**config.mk**
```make
export PLATFORM = sky130hd
export DESIGN_NAME = serial_frame_deframer_xor_check_flat
export DESIGN_NICKNAME = d
export VERILOG_FILES = /design/src/rtl/core/sfd_pkg.sv /design/src/rtl/core/sfd_if.sv /design/src/rtl/core/serial_frame_deframer_xor_check.sv /design/src/rtl/core/sfd_parser.sv /design/src/flat_wrapper.sv
export SDC_FILE = /design/constraint.sdc
export NUM_CORES = 1
export LEC_CHECK = 0
export BUFFER_PORTS_ARGS = -buffer_cell sky130_fd_sc_hd__buf_2
export CORE_ASPECT_RATIO = 0.8
export CORE_MARGIN = 2
export CORE_UTILIZATION = 45
export DETAILED_ROUTE_END_ITERATION = 8
export PLACE_DENSITY = 0.74
export REMOVE_ABC_BUFFERS = 1
export SLEW_MARGIN = 20
export SYNTH_ARGS = -nofsm -noshare
export SYNTH_HDL_FRONTEND = slang
export SYNTH_SLANG_ARGS = --single-unit
```
**constraint.sdc**
```tcl
create_clock -name clk -period 4.3 [get_ports clk]
set_input_delay 0.86 -clock clk [delete_from_list [all_inputs] [get_ports clk]]
set_output_delay 0.86 -clock clk [all_outputs]
set_load 0.02 [all_outputs]
```
**src/rtl/core/sfd_pkg.sv**
```systemverilog
`timescale 1ns / 1ps

package sfd_pkg;

	typedef enum logic [3:0] {
		PH_HUNT   = 4'd0,
		PH_DEST   = 4'd1,
		PH_SRC    = 4'd2,
		PH_TYPE   = 4'd3,
		PH_LENHI  = 4'd4,
		PH_LENLO  = 4'd5,
		PH_DATA   = 4'd6,
		PH_FRAMES = 4'd7,
		PH_SEQ    = 4'd8,
		PH_PAD    = 4'd9,
		PH_CHK1   = 4'd10,
		PH_CHK2   = 4'd11
	} sfd_phase_t;

	localparam logic [1:0] EV_BYTE = 2'd0;
	localparam logic [1:0] EV_GOOD = 2'd1;
	localparam logic [1:0] EV_FAIL = 2'd2;

	localparam logic [1:0] CFG_FRAME_ID = 2'd0;
	localparam logic [1:0] CFG_DEST     = 2'd1;
	localparam logic [1:0] CFG_SRC      = 2'd2;

	localparam logic [7:0] RST_FRAME_ID = 8'h1E;
	localparam logic [7:0] RST_DEST     = 8'h0C;
	localparam logic [7:0] RST_SRC      = 8'h00;

	typedef struct packed {
		logic [7:0] frame_id;
		logic [7:0] destination;
		logic [7:0] source;
	} sfd_cfg_t;

	typedef struct packed {
		logic [1:0]  event_kind;
		logic [7:0]  byte_value;
		logic [15:0] byte_index;
		logic [7:0]  message_type;
		logic [15:0] payload_length;
		logic [7:0]  frames_remaining;
		logic [7:0]  sequence_number;
	} sfd_event_t;

	typedef struct packed {
		logic       valid;
		sfd_event_t ev;
	} sfd_res_t;

endpackage

```
**src/rtl/core/sfd_if.sv**
```systemverilog
`timescale 1ns / 1ps

interface sfd_byte_if;
	logic       valid;
	logic       ready;
	logic [7:0] rx_byte;

	modport source (output valid, output rx_byte, input ready);
	modport sink (input valid, input rx_byte, output ready);
endinterface

interface sfd_event_if;
	logic        valid;
	logic        ready;
	logic [1:0]  event_kind;
	logic [7:0]  byte_value;
	logic [15:0] byte_index;
	logic [7:0]  message_type;
	logic [15:0] payload_length;
	logic [7:0]  frames_remaining;
	logic [7:0]  sequence_number;

	modport source (output valid, output event_kind, output byte_value, output byte_index,
		output message_type, output payload_length, output frames_remaining,
		output sequence_number, input ready);
	modport sink (input valid, input event_kind, input byte_value, input byte_index,
		input message_type, input payload_length, input frames_remaining,
		input sequence_number, output ready);
endinterface

```
**src/rtl/core/serial_frame_deframer_xor_check.sv**
```systemverilog
`timescale 1ns / 1ps

// channel  dir  handshake       payload
// rx       in   valid / ready   rx_byte
// ev       out  valid / ready   event_kind, byte_value, byte_index, message_type,
//                               payload_length, frames_remaining, sequence_number
// cfg      in   cfg_we          cfg_index, cfg_data
//
// One byte per cycle unless the result register is stalled: a byte is held in the
// input register, and the parser state and (for payload and final check bytes) the
// result register update together on the edge that moves it on.
// Reset puts the parser in the hunt and loads the default frame id,
// destination and source. A stalled result register holds the input register;
// rx takes a new byte whenever the input register is empty or moves on.

module serial_frame_deframer_xor_check import sfd_pkg::*; (
	input  logic        clk,
	input  logic        arst_n,
	sfd_byte_if.sink    rx,
	sfd_event_if.source ev,
	input  logic        cfg_we,
	input  logic [1:0]  cfg_index,
	input  logic [7:0]  cfg_data
);

	sfd_cfg_t   cfg_q;
	logic       valid_s1;
	logic [7:0] byte_s1;
	logic       go;
	sfd_res_t   res;
	logic       out_valid_q;
	sfd_event_t out_q;

	always_ff @(posedge clk or negedge arst_n) begin
		if (!arst_n) begin
			cfg_q.frame_id    <= RST_FRAME_ID;
			cfg_q.destination <= RST_DEST;
			cfg_q.source      <= RST_SRC;
		end else if (cfg_we) begin
			unique case (cfg_index)
				CFG_FRAME_ID: cfg_q.frame_id    <= cfg_data;
				CFG_DEST:     cfg_q.destination <= cfg_data;
				CFG_SRC:      cfg_q.source      <= cfg_data;
				default: ;
			endcase
		end
	end

	assign go       = valid_s1 && (!out_valid_q || ev.ready);
	assign rx.ready = !valid_s1 || go;

	always_ff @(posedge clk or negedge arst_n) begin
		if (!arst_n) begin
			valid_s1 <= 1'b0;
		end else if (rx.valid && rx.ready) begin
			valid_s1 <= 1'b1;
		end else if (go) begin
			valid_s1 <= 1'b0;
		end
	end

	always_ff @(posedge clk) begin
		if (rx.valid && rx.ready) begin
			byte_s1 <= rx.rx_byte;
		end
	end

	sfd_parser u_parser (
		.clk     (clk),
		.arst_n  (arst_n),
		.step    (go),
		.rx_byte (byte_s1),
		.cfg     (cfg_q),
		.res     (res)
	);

	always_ff @(posedge clk or negedge arst_n) begin
		if (!arst_n) begin
			out_valid_q <= 1'b0;
		end else if (go && res.valid) begin
			out_valid_q <= 1'b1;
		end else if (ev.ready) begin
			out_valid_q <= 1'b0;
		end
	end

	always_ff @(posedge clk) begin
		if (go && res.valid) begin
			out_q <= res.ev;
		end
	end

	assign ev.valid            = out_valid_q;
	assign ev.event_kind       = out_q.event_kind;
	assign ev.byte_value       = out_q.byte_value;
	assign ev.byte_index       = out_q.byte_index;
	assign ev.message_type     = out_q.message_type;
	assign ev.payload_length   = out_q.payload_length;
	assign ev.frames_remaining = out_q.frames_remaining;
	assign ev.sequence_number  = out_q.sequence_number;

	a_no_overwrite: assert property (@(posedge clk) disable iff (!arst_n)
		(out_valid_q && !ev.ready) |-> !go)
		else $error("result register overwritten while stalled");

	a_stall_holds_s1: assert property (@(posedge clk) disable iff (!arst_n)
		(valid_s1 && !go) |=> (valid_s1 && $stable(byte_s1)))
		else $error("input register lost a byte during stall");

	a_result_loads: assert property (@(posedge clk) disable iff (!arst_n)
		(go && res.valid) |=> out_valid_q)
		else $error("result not loaded");

endmodule

```
**src/rtl/core/sfd_parser.sv**
```systemverilog
`timescale 1ns / 1ps

module sfd_parser import sfd_pkg::*; (
	input  logic       clk,
	input  logic       arst_n,
	input  logic       step,
	input  logic [7:0] rx_byte,
	input  sfd_cfg_t   cfg,
	output sfd_res_t   res
);

	sfd_phase_t  phase_q, phase_d;
	logic [7:0]  sum_even_q, sum_even_d;
	logic [7:0]  sum_odd_q, sum_odd_d;
	logic [7:0]  type_q, type_d;
	logic [15:0] len_q, len_d;
	logic [15:0] pos_q, pos_d;
	logic [7:0]  frames_q, frames_d;
	logic [7:0]  seq_q, seq_d;
	logic [15:0] raw_len;
	logic [15:0] pos_inc;
	logic        fold_en;
	logic        fold_odd;

	assign raw_len = {len_q[15:8], rx_byte};
	assign pos_inc = pos_q + 16'd1;

	always_ff @(posedge clk or negedge arst_n) begin
		if (!arst_n) begin
			phase_q    <= PH_HUNT;
			sum_even_q <= '0;
			sum_odd_q  <= '0;
			type_q     <= '0;
			len_q      <= '0;
			pos_q      <= '0;
			frames_q   <= '0;
			seq_q      <= '0;
		end else if (step) begin
			phase_q    <= phase_d;
			sum_even_q <= sum_even_d;
			sum_odd_q  <= sum_odd_d;
			type_q     <= type_d;
			len_q      <= len_d;
			pos_q      <= pos_d;
			frames_q   <= frames_d;
			seq_q      <= seq_d;
		end
	end

	always_comb begin
		phase_d  = phase_q;
		type_d   = type_q;
		len_d    = len_q;
		pos_d    = pos_q;
		frames_d = frames_q;
		seq_d    = seq_q;
		fold_en  = 1'b0;
		fold_odd = 1'b0;
		sum_even_d = sum_even_q;
		sum_odd_d  = sum_odd_q;
		res.valid               = 1'b0;
		res.ev.event_kind       = EV_BYTE;
		res.ev.byte_value       = '0;
		res.ev.byte_index       = '0;
		res.ev.message_type     = type_q;
		res.ev.payload_length   = len_q;
		res.ev.frames_remaining = '0;
		res.ev.sequence_number  = '0;
		unique case (phase_q)
			PH_DEST: begin
				if (rx_byte == cfg.destination) begin
					fold_en  = 1'b1;
					fold_odd = 1'b1;
					phase_d  = PH_SRC;
				end else begin
					phase_d = PH_HUNT;
				end
			end
			PH_SRC: begin
				if (rx_byte == cfg.source) begin
					fold_en = 1'b1;
					phase_d = PH_TYPE;
				end else begin
					phase_d = PH_HUNT;
				end
			end
			PH_TYPE: begin
				type_d   = rx_byte;
				fold_en  = 1'b1;
				fold_odd = 1'b1;
				phase_d  = PH_LENHI;
			end
			PH_LENHI: begin
				len_d   = {rx_byte, 8'h00};
				fold_en = 1'b1;
				phase_d = PH_LENLO;
			end
			PH_LENLO: begin
				len_d    = (raw_len >= 16'd2) ? raw_len - 16'd2 : 16'd0;
				fold_en  = 1'b1;
				fold_odd = 1'b1;
				pos_d    = '0;
				phase_d  = (len_d != 16'd0) ? PH_DATA : PH_FRAMES;
			end
			PH_DATA: begin
				fold_en   = 1'b1;
				fold_odd  = pos_q[0];
				res.valid = 1'b1;
				res.ev.byte_value = rx_byte;
				res.ev.byte_index = pos_q;
				pos_d = pos_inc;
				if (pos_inc >= len_q) begin
					phase_d = PH_FRAMES;
				end
			end
			PH_FRAMES: begin
				frames_d = rx_byte;
				fold_en  = 1'b1;
				fold_odd = len_q[0];
				phase_d  = PH_SEQ;
			end
			PH_SEQ: begin
				seq_d    = rx_byte;
				fold_en  = 1'b1;
				fold_odd = ~len_q[0];
				phase_d  = len_q[0] ? PH_PAD : PH_CHK1;
			end
			PH_PAD: begin
				fold_en  = 1'b1;
				fold_odd = len_q[0];
				phase_d  = PH_CHK1;
			end
			PH_CHK1: begin
				fold_en = 1'b1;
				phase_d = PH_CHK2;
			end
			PH_CHK2: begin
				res.valid = 1'b1;
				res.ev.event_kind = (sum_even_q == 8'h00 && sum_odd_q == rx_byte) ?
					EV_GOOD : EV_FAIL;
				res.ev.frames_remaining = frames_q;
				res.ev.sequence_number  = seq_q;
				phase_d = PH_HUNT;
			end
			default: begin
				if (rx_byte == cfg.frame_id) begin
					sum_even_d = rx_byte;
					sum_odd_d  = '0;
					type_d     = '0;
					len_d      = '0;
					pos_d      = '0;
					frames_d   = '0;
					seq_d      = '0;
					phase_d    = PH_DEST;
				end else begin
					phase_d = PH_HUNT;
				end
			end
		endcase
		if (fold_en) begin
			if (fold_odd) begin
				sum_odd_d = sum_odd_q ^ rx_byte;
			end else begin
				sum_even_d = sum_even_q ^ rx_byte;
			end
		end
	end

	a_chk2_to_hunt: assert property (@(posedge clk) disable iff (!arst_n)
		(step && phase_q == PH_CHK2) |=> (phase_q == PH_HUNT))
		else $error("checksum phase did not return to hunt");

	a_data_continues: assert property (@(posedge clk) disable iff (!arst_n)
		(step && phase_q == PH_DATA && pos_inc < len_q) |=>
		(phase_q == PH_DATA && pos_q == $past(pos_inc)))
		else $error("payload run ended early");

	a_result_phase: assert property (@(posedge clk) disable iff (!arst_n)
		res.valid |-> (phase_q == PH_DATA || phase_q == PH_CHK2))
		else $error("result outside payload or final check");

	a_pos_in_range: assert property (@(posedge clk) disable iff (!arst_n)
		(phase_q == PH_DATA) |-> (pos_q < len_q))
		else $error("payload index beyond length");

endmodule
```
**src/flat_wrapper.sv**
```systemverilog
// flat-port wrapper written by rule: the top's interface ports become plain ports
module serial_frame_deframer_xor_check_flat import sfd_pkg::*;
  (clk, arst_n, cfg_we, cfg_index, cfg_data, rx_valid, rx_rx_byte, rx_ready, ev_valid, ev_event_kind, ev_byte_value, ev_byte_index, ev_message_type, ev_payload_length, ev_frames_remaining, ev_sequence_number, ev_ready);
  sfd_byte_if rx_i ();
  sfd_event_if ev_i ();
  input  logic clk;
  input  logic arst_n;
  input  logic cfg_we;
  input  logic [1:0] cfg_index;
  input  logic [7:0] cfg_data;
  input wire logic [$bits(rx_i.valid)-1:0] rx_valid;
  input wire logic [$bits(rx_i.rx_byte)-1:0] rx_rx_byte;
  output wire logic [$bits(rx_i.ready)-1:0] rx_ready;
  output wire logic [$bits(ev_i.valid)-1:0] ev_valid;
  output wire logic [$bits(ev_i.event_kind)-1:0] ev_event_kind;
  output wire logic [$bits(ev_i.byte_value)-1:0] ev_byte_value;
  output wire logic [$bits(ev_i.byte_index)-1:0] ev_byte_index;
  output wire logic [$bits(ev_i.message_type)-1:0] ev_message_type;
  output wire logic [$bits(ev_i.payload_length)-1:0] ev_payload_length;
  output wire logic [$bits(ev_i.frames_remaining)-1:0] ev_frames_remaining;
  output wire logic [$bits(ev_i.sequence_number)-1:0] ev_sequence_number;
  input wire logic [$bits(ev_i.ready)-1:0] ev_ready;
  assign rx_i.valid = rx_valid;
  assign rx_i.rx_byte = rx_rx_byte;
  assign rx_ready = rx_i.ready;
  assign ev_valid = ev_i.valid;
  assign ev_event_kind = ev_i.event_kind;
  assign ev_byte_value = ev_i.byte_value;
  assign ev_byte_index = ev_i.byte_index;
  assign ev_message_type = ev_i.message_type;
  assign ev_payload_length = ev_i.payload_length;
  assign ev_frames_remaining = ev_i.frames_remaining;
  assign ev_sequence_number = ev_i.sequence_number;
  assign ev_i.ready = ev_ready;
  serial_frame_deframer_xor_check u_core (.clk(clk), .arst_n(arst_n), .rx(rx_i), .ev(ev_i), .cfg_we(cfg_we), .cfg_index(cfg_index), .cfg_data(cfg_data));
endmodule
```
Yosys cells after proc, flatten, opt, wreduce, memory -nomap -nowiden --
Index checks and enable logic that the tools add are counted.
Storage, ports and cells: flip-flop bits (word level) 176, input port bits 23, output and inout port bits 68, word-level logic and storage cells 121
Cells by class: add/subtract/negate cells 2, order comparisons 2, equal/unequal tests 18, multiplexer cells 33, bitwise gates (word level) 8, reductions and logical operators 37
Operator list (count):
- $pmux W16 S3 | 2
- $mux W8 | 9
- $pmux W8 S2 | 3
- $pmux W4 S11 | 1
- $eq A8 B8 Y1 | 4
- $mux W16 | 2
- $reduce_or A10 Y1 | 3
- $reduce_or A9 Y1 | 2
- $add A16 B1 Y16 const B | 1
- $eq A4 B3 Y1 const B | 4
- $eq A4 B4 Y1 const B | 4
- $ge A16 B16 Y1 | 1
- $ge A16 B2 Y1 const B | 1
- $reduce_bool A16 Y1 | 1
- $sub A16 B2 Y16 const B | 1
- $xor A8 B8 Y8 | 2
- $reduce_and A3 Y1 | 5
- $reduce_or A11 Y1 | 1
- $reduce_bool A2 Y1 | 5
- $mux W1 | 9
- $eq A4 B2 Y1 const B | 2
- $logic_not A8 Y1 | 1
- $mux W2 | 4
- $reduce_and A2 Y1 | 4
- 15 further kinds | 28

Depth between registers and ports, before layout --
Gate-level depths: netlist (run 1).
depth in word-level cells 6, gate-level depth with buffers 12, gate-level depth less buffers 12

Hierarchy --
Synthesis (run 1) repeated with hierarchy kept, for this count alone.
Second synthesis, totals: cells, all modules 763, area, all modules 8590.7 µm²
Modules (own cells, without submodules):
- sfd_parser | instances 1, cells an instance 628, area an instance 5352.6 µm², sequential area each 1901.8 µm²
- serial_frame_deframer_xor_check | instances 1, cells an instance 135, area an instance 3238.1 µm², sequential area each 2880.3 µm²

Least setup slack after synthesis (run 1) --
Ideal clock, no wire load.
path kind register to register, from register u_core.u_parser.phase_q[3], to register u_core.out_q (netlist bit u_core.ev.byte_index[0]) (enable), setup time 490 ps, arrival time 4057 ps, required time 3810 ps, path slack -247 ps, cell stages (with the launch flop) 7, path buffers 2, clock period less this slack 4547 ps, cell sequence dfrtp_1 > clkbuf_1 > clkbuf_1 > nand2_1 > nor2_1 > nor2_1 > nor2_1
Between the ends: longest elaborated chain between the ends 4, elaborated cells between the ends (all ways) 5, those cells by class eq/ne: 2; mux: 1; reduce/logical: 2
RTL lines:
- start, declared | line sfd_parser.sv:12 | sfd_phase_t phase_q, phase_d;
- start signal, assigned | line sfd_parser.sv:39 | phase_q <= phase_d;
- $eq A4 B4 Y1 / $eq A4 B3 Y1 (equally long branches) | line sfd_parser.sv:69 | unique case (phase_q)
- $reduce_or A2 Y1 (no source line) (*)
- $mux W1 (*) | line sfd_parser.sv:69
- $logic_and A1 B1 Y1 (*) | line serial_frame_deframer_xor_check.sv:88 | if (go && res.valid) begin
- end signal, assigned | line serial_frame_deframer_xor_check.sv:89 | out_q <= res.ev;
- end, declared | line serial_frame_deframer_xor_check.sv:32 | sfd_event_t out_q;
Mark *: on every way between the ends. The rest lies on a longest branch, timed or not. A chain may end at the register's enable or synchronous reset.

==> summary.md, run 1 <==
| Metric | Value |
|---|---|
| XOR/XNOR share of the synthesized area | 4.70% |
| Multi-input gate area | about 0.0035 mm^2 |
| P_int | 3.79 mW |
| VDD IR max | just under 0.0003 V |
| Logic pwr share | approximately 29% |
| Crit path top cell by count | ha_1 |
| TritonCTS Sinks | between 150 and 200 |
| Ys flop type | dfrtp_1 |
| Crit Path Category | reg2reg |
| GP Congestion | slightly below 1 |
| Seq/Total Area, Yosys | around 56% |
| RSZ-0062 raised after global routing | no |
| Die Ht | 127 um |
| Minimum clock period | 3.58 ns |
| Reg power frac | between 40% and 50% |
| ANT nets after route | 0 |
| First-pass GRT wire length | between 30,000 and 40,000 um |
| Slew Viols, Final | 0 |
| Effective utilization at floorplan | a little under half |
| Syn Area/Cell | between 10 and 15 um^2 |
| Postcts setup bufs | 0 |
| CTS tree | done |
| ANT cells | 0 |
| Synth top area cells | dfrtp_1, edfxtp_1, mux2_2, and2_1, o21ai_0 |
| Synth Area in Adders | 2.63% |
| Root buf cell | clkbuf_16 |
| Worst min path class | reg2reg |
| CP max stage cell | a21oi_1 |
| Die Area | approximately 0.02 mm^2 |
| Hold Buf Count CTS | 0 |
| Outcome | finished, final reports clean |
| FILL cells | roughly 1,600 |
| CP Data Required Time | between 4 and 5 ns |
| Placement Rows | 45 |
| Synth Register Bits | about 180 |
| Routed WL per cell | ~18 um |
| Min Hold Slack | 0.460 ns |
| Switching share of power | between 30% and 40% |
| Actual slew at the worst max-slew pin | between 0.9 and 1 ns |
| Power Dens Cells | between 500 and 600 mW/mm^2 |
| DRT Pass-1 Iters | 5 |
| Fmax | approximately 280 MHz |
| Post-synth EDFFs | 74 |
| Post-placement cell area | between 0.009 and 0.01 mm^2 |
| DRT iter0 DRCs | a little over 600 |
| Port Buffers | 90 |
| Critical Path Start Type | register |
| Main combinational cell family by area after synthesis | simple AND/OR/NAND/NOR gates |
| Clock transition at path regs | 0.07 ns |
| Crit path DAT | a little under 4 ns |
| Core ar. | 0.0188 mm^2 |
| Post-Syn Area | between 0.008 and 0.009 mm^2 |
| Area Growth Syn to Fin | 16.3% |
| GRT Total Usage | roughly a fifth |
| Post-DP HPWL | about 14,000 um |
| Yosys cell types | 72 |
| PnR worst setup slack | about 0.7 ns |
| Vias in the first global route | roughly 6,000 |
| Synth Area in Compound Gates | 12.9% |
| Switching power | about 2.2 mW |
| CTS max path bufs | 2 |
| Leading area contributor after synthesis | dfrtp_1 |
| Clock power share | 27.9% |
| Cell Chain, Critical Path | ha_1 > nand2_1 > nor3_1 > buf_4 > nand3_1 > xnor2_1 > ha_1 > o21a_1 > a211oi_1 > o22ai_1 > a21oi_1 > nor3_2 > a22o_1 |
| Remaining DRCs | 0 |
| GR Overflow Total | 0 |
| Final hold violations | 0 |
| Die Width | ~160 um |
| Post-synthesis simple-gate area fraction | approximately 16% |
| Total Power | just under 6 mW |
| H-Tree Level Count | 4 |
| Synthesis Warnings | 0 |
| Pre-CTS setup slack | roughly 0.81 ns |
| Final setup viols | 0 |
| Initial antenna violation count | 0 |
| Worst-case clock skew | approximately 0.011 ns |
| Share of layout cells above drive strength 1 | 22.8% |
| Final critical-path share of the clock period | a little over four fifths |
| Fin Setup TNS | 0 ns |
| Final net count | a little under 900 |
| Post-synth top area share | around 28% |
| Final instance area | ~0.010 mm^2 |
| Worst Path Buf+Inv | 1 |
| Worst setup EP type | register |
| Final WL | around 20,000 um |
| Post-synth ARST share | just under 60% |
| Io pins | 91 |
| Max-slew headroom | 33.0% |
| # Max-Cap Violations | 0 |
| P_leak | about 4.2 nW |
| Later-pin clock latency in the skew report | roughly 0.44 ns |
| Vias | 6,266 |
| Largest net degree at the start of global routing | 56 |
| Post_cts resized | 0 |
| Cell family with most CP delay | compound AO/OA/AOI/OAI gates |
| Mapped Cells | roughly 750 |
| CTS Buf Count | 17 |
| Post-synthesis mux area share | under 10% |
| Register area | approximately 0.0048 mm^2 |
| Vias/cell | about 5.6 |
| CP Max Fanout | 9 |
| CP peak stage delay | approximately 0.53 ns |
routing by layer:
layer | global-route usage [%] | wire (um)
met1 | 31.0 | 9430
met2 | 30.2 | 8750
met3 | 4.24 | 1350
met4 | 6.84 | 346
met5 | 0 | 0
path summary, 6_finish.rpt:
kind | slack, ns | from | cells past startpoint | to
min in group asynchronous | 0.47 | arst_n | 1 | u_core.cfg_q[21]
hold / removal | 0.46 | u_core.u_parser.len_q[2] | 0 | u_core.ev.payload_length[2]
max in group asynchronous | 3.02 | arst_n | 2 | u_core.u_parser.len_q[3]
hold reg to reg | 0.46 | u_core.u_parser.len_q[2] | 0 | u_core.ev.payload_length[2]
setup / recovery | 0.72 | u_core.u_parser.pos_q[0] | 13 | u_core.u_parser.frames_q[3]
setup reg to reg | 0.72 | u_core.u_parser.pos_q[0] | 13 | u_core.u_parser.frames_q[3]
registers in the layout, summed over array words and instances, names as in the netlist, 16 cells and up:
name	flops
u_core.ev.byte_index	16
u_core.cfg_q	24
u_core.u_parser.len_q	16
u_core.u_parser.pos_q	16
u_core.ev.payload_length	16
cells by family (layout without fill, tap and decap cells):
kind of cell | after synthesis | in the layout
buffers and inverters | 76 | 180
multiplexers | 32 | 32
flip-flops | 176 | 176
XOR/XNOR | 46 | 46
AO/OA/AOI/OAI | 161 | 161
adder cells (fa/ha/maj) | 18 | 18
AND/OR/NAND/NOR | 245 | 245
power groups by stage:
stage          clock network, mW  logic (mW)  registers (mW)
2_1_floorplan                  0        1.13            2.59
3_3_place_gp                   0        1.67            2.58
3_5_place_dp                   0        1.71            2.59
4_1_cts                     1.68        1.72            2.56
5_1_grt                     1.75        1.92            2.63
6_report                    1.66        1.72            2.57
layout by cell type, fill, tap and decap left out, types with 17 or more instances in the layout:
master	count
buf_4	19
a22o_1	27
inv_1	39
nand2_1	44
and2_1	44
buf_2	89
nand3_1	26
ha_1	18
xor2_1	26
xnor2_1	20
a21oi_1	23
nor2_1	46
o21ai_0	50
dfrtp_1	96
clkbuf_16	17
mux2_2	30
edfxtp_1	74
layout make-up:
type	instances	area share [%]
clock buffer	17	4.27
clock inverter	15	2.17
inverter	39	1.47
multi-input combinational	502	34.7
sequential	176	48.0
tap	258	3.24
timing repair buffer	109	6.10
synthesized netlist by cell type, types with 3 or more instances:
cell,count
a21o_1,10
a21oi_1,23
a221oi_1,8
a22o_1,27
a22o_2,3
a31oi_1,4
and2_1,44
and3_1,5
buf_2,11
buf_6,3
clkbuf_1,19
dfrtp_1,96
dfstp_2,6
edfxtp_1,74
ha_1,18
inv_1,39
mux2_2,30
nand2_1,44
nand2b_1,15
nand3_1,26
nand3b_1,4
nand4_1,7
nor2_1,48
nor2b_1,3
nor3_1,13
nor4_1,7
nor4b_1,3
o2111ai_1,3
o21a_1,3
o21ai_0,50
o31ai_1,3
o41ai_1,6
or3_1,5
or4_1,3
xnor2_1,20
xor2_1,26
stage by stage:
step / util [%] / instances
4_1_cts: 53.0 / 1116
3_5_place_dp: 49.6 / 1084
5_1_grt: 53.0 / 1116
6_report: 53.0 / 1116
2_1_floorplan: - / 717
3_3_place_gp: 49.6 / 1084
(Power assumes the default switching activity.)
==> inputs of run 2 (changes only) <==
--- a/config.mk
+++ b/config.mk
@@ -10,7 +10,7 @@
 export CORE_MARGIN = 2
 export CORE_UTILIZATION = 45
 export DETAILED_ROUTE_END_ITERATION = 8
-export PLACE_DENSITY = 0.74
+export PLACE_DENSITY = 0.72
 export REMOVE_ABC_BUFFERS = 1
 export SLEW_MARGIN = 20
 export SYNTH_ARGS = -nofsm -noshare
==> constraint.sdc (replaced) <==
create_clock -name clk -period 3.7 [get_ports clk]
set_input_delay 0.74 -clock clk [delete_from_list [all_inputs] [get_ports clk]]
set_output_delay 0.74 -clock clk [all_outputs]
set_load 0.02 [all_outputs]
==> summary.md, run 2 (same netlist as run 1, synthesis figures left out) <==
| Metric | Value |
|---|---|
| Vias in the first global route | 5,873 (was 6,041) |
| DRT iter0 DRCs | 560 (was 623) |
| DRT Pass-1 Iters | 5 (unchanged) |
| Worst setup EP type | register (unchanged) |
| Register area | 0.00478 mm^2 (unchanged) |
| Later-pin clock latency in the skew report | 0.44 ns (about the same) |
| Io pins | 91 (unchanged) |
| Multi-input gate area | 0.00346 mm^2 (unchanged) |
| Placement Rows | 45 (unchanged) |
| Fin Setup TNS | 0 ns (unchanged) |
| Post-DP HPWL | 14,000 um (was 13,700 um) |
| Outcome | finished, final reports clean (unchanged) |
| Post-placement cell area | 0.00937 mm^2 (was 0.00932 mm^2) |
| Post_cts resized | 0 (unchanged) |
| Final Core Density | 53.0% (unchanged) |
| Critical Path Start Type | register (unchanged) |
| Total Power | 6.82 mW (was 5.95 mW) |
| Die Width | 158 um (unchanged) |
| First-pass GRT wire length | 32,200 um (was 32,000 um) |
| Routed WL per cell | 17.9 um (was 17.8 um) |
| Final setup viols | 0 (unchanged) |
| Pre-CTS setup slack | 0.310 ns (was 0.813 ns) |
| Hold Buf Count CTS | 0 (unchanged) |
| Final WL | 20,000 um (was 19,900 um) |
| P_leak | 4.20 nW (was 4.19 nW) |
| Power Dens Cells | 685 mW/mm^2 (was 598 mW/mm^2) |
| Die Ht | 127 um (unchanged) |
| Commonest cells after routing, fill and taps aside | dfrtp_1, buf_2, edfxtp_1, o21ai_0, nor2_1 (unchanged) |
| Worst min path class | in2async (was reg2reg) |
| Die Area | 0.0202 mm^2 (unchanged) |
| Crit path DAT | 3.76 ns (was 3.90 ns) |
| PnR worst setup slack | 0.275 ns (was 0.721 ns) |
| VDD IR max | 0.000361 V (was 0.000292 V) |
| Commonest non-fill, non-tap cell in the layout | dfrtp_1 (unchanged) |
| Vias/cell | 5.55 (was 5.61) |
| CTS tree | done (unchanged) |
| Final net count | 892 (was 886) |
| FILL cells | 1,645 (unchanged) |
| Effective utilization at floorplan | 45.6% (unchanged) |
| Core ar. | 0.0188 mm^2 (unchanged) |
| TritonCTS Sinks | 176 (unchanged) |
| CP Max Fanout | 9 (unchanged) |
| GRT Total Usage | 20.9% (was 20.7%) |
| Port Buffers | 90 (unchanged) |
| ANT cells | 0 (unchanged) |
| Finished Layout Cells | 1,122 (was 1,116) |
| Root buf cell | clkbuf_16 (unchanged) |
| Min Hold Slack | 0.271 ns (was 0.460 ns) |
| Crit path top cell by count | nand3_1 (was ha_1) |
| Area Growth Syn to Fin | 16.3% (unchanged) |
| CTS max path bufs | 2 (unchanged) |
| CTS Buf Count | 17 (unchanged) |
| CP peak stage delay | 0.45 ns (was 0.53 ns) |
| Actual slew at the worst max-slew pin | 0.849 ns (was 0.997 ns) |
| Final critical-path share of the clock period | 92.6% (was 83.2%) |
| Initial antenna violation count | 0 (unchanged) |
| Final instance area | 0.00996 mm^2 (unchanged) |
| Largest reg by FF count | u_core.cfg_q (unchanged) |
| Minimum clock period | 3.43 ns (was 3.58 ns) |
| Vias | 6,225 (was 6,266) |
| Post-Place Cells | 1,090 (was 1,084) |
| Clock transition at path regs | 0.07 ns (about the same) |
| # Max-Cap Violations | 0 (unchanged) |
| Remaining DRCs | 0 (unchanged) |
| Final hold violations | 0 (unchanged) |
| Crit Path Category | reg2reg (unchanged) |
| Postcts setup bufs | 0 (unchanged) |
| Max-slew headroom | 43.0% (was 33.0%) |
| H-Tree Level Count | 4 (unchanged) |
| Slew Viols, Final | 0 (unchanged) |
| GP Congestion | 0.952 (was 0.983) |
| ANT nets after route | 0 (unchanged) |
| CP Data Required Time | 4.03 ns (was 4.62 ns) |
| Largest register FFs | 24 (unchanged) |
| Fmax | 292 MHz (was 279 MHz) |
| Worst-case clock skew | 0.0141 ns (was 0.0110 ns) |
| CP max stage cell | dfrtp_1 (was a21oi_1) |
| GR Overflow Total | 0 (unchanged) |
| Largest net degree at the start of global routing | 48 (was 56) |
| RSZ-0062 raised after global routing | no (unchanged) |
| Cell Chain, Critical Path | nand3_1 > nor4_1 > buf_4 > nand3_1 > xnor2_1 > ha_1 > a211o_1 > a211oi_1 > o22ai_1 > a21oi_1 > nor3_2 > a22o_2 (was ha_1 > nand2_1 > nor3_1 > buf_4 > nand3_1 > xnor2_1 > ha_1 > o21a_1 > a211oi_1 > o22ai_1 > a21oi_1 > nor3_2 > a22o_1) |
| Cell family with most CP delay | compound AO/OA/AOI/OAI gates (unchanged) |
| Share of layout cells above drive strength 1 | 23.4% (was 22.8%) |
| Worst Path Buf+Inv | 1 (unchanged) |
run 2: power by group:
part / switching, mW / internal, mW
Clock: 0.842 / 0.960
Sequential: 0.421 / 2.56
Combinational: 1.22 / 0.824
run 2: cell type report:
class | count | share of cell area [%]
Sequential cell | 176 | 48.0
Timing Repair Buffer | 115 | 6.56
Inverter | 39 | 1.47
Clock inverter | 15 | 1.72
Clock buffer | 17 | 4.27
Multi-Input combinational cell | 502 | 34.7
Tap cell | 258 | 3.24
run 2: layer usage:
layer  global-route usage [%]  wire [um]  up-vias
met5                        0          0        -
met2                     29.3       8580      244
met4                     6.36        296        0
met1                     31.7       9710     3024
li1                         -          -     2930
met3                     5.29       1450       27
run 2: final timing paths:
kind                                                from                           to  slack [ns]  cells after the start
worst max-delay path            u_core.u_parser.pos_q[2]  u_core.u_parser.frames_q[1]        0.27                     12
worst min-delay path                              arst_n             u_core.cfg_q[21]        0.27                      1
worst max register to register  u_core.u_parser.pos_q[2]  u_core.u_parser.frames_q[1]        0.27                     12
worst min register to register  u_core.u_parser.len_q[2]  u_core.ev.payload_length[2]        0.45                      0
max in group asynchronous                         arst_n             u_core.cfg_q[10]        2.54                      2
min in group clk                u_core.u_parser.len_q[2]  u_core.ev.payload_length[2]        0.45                      0
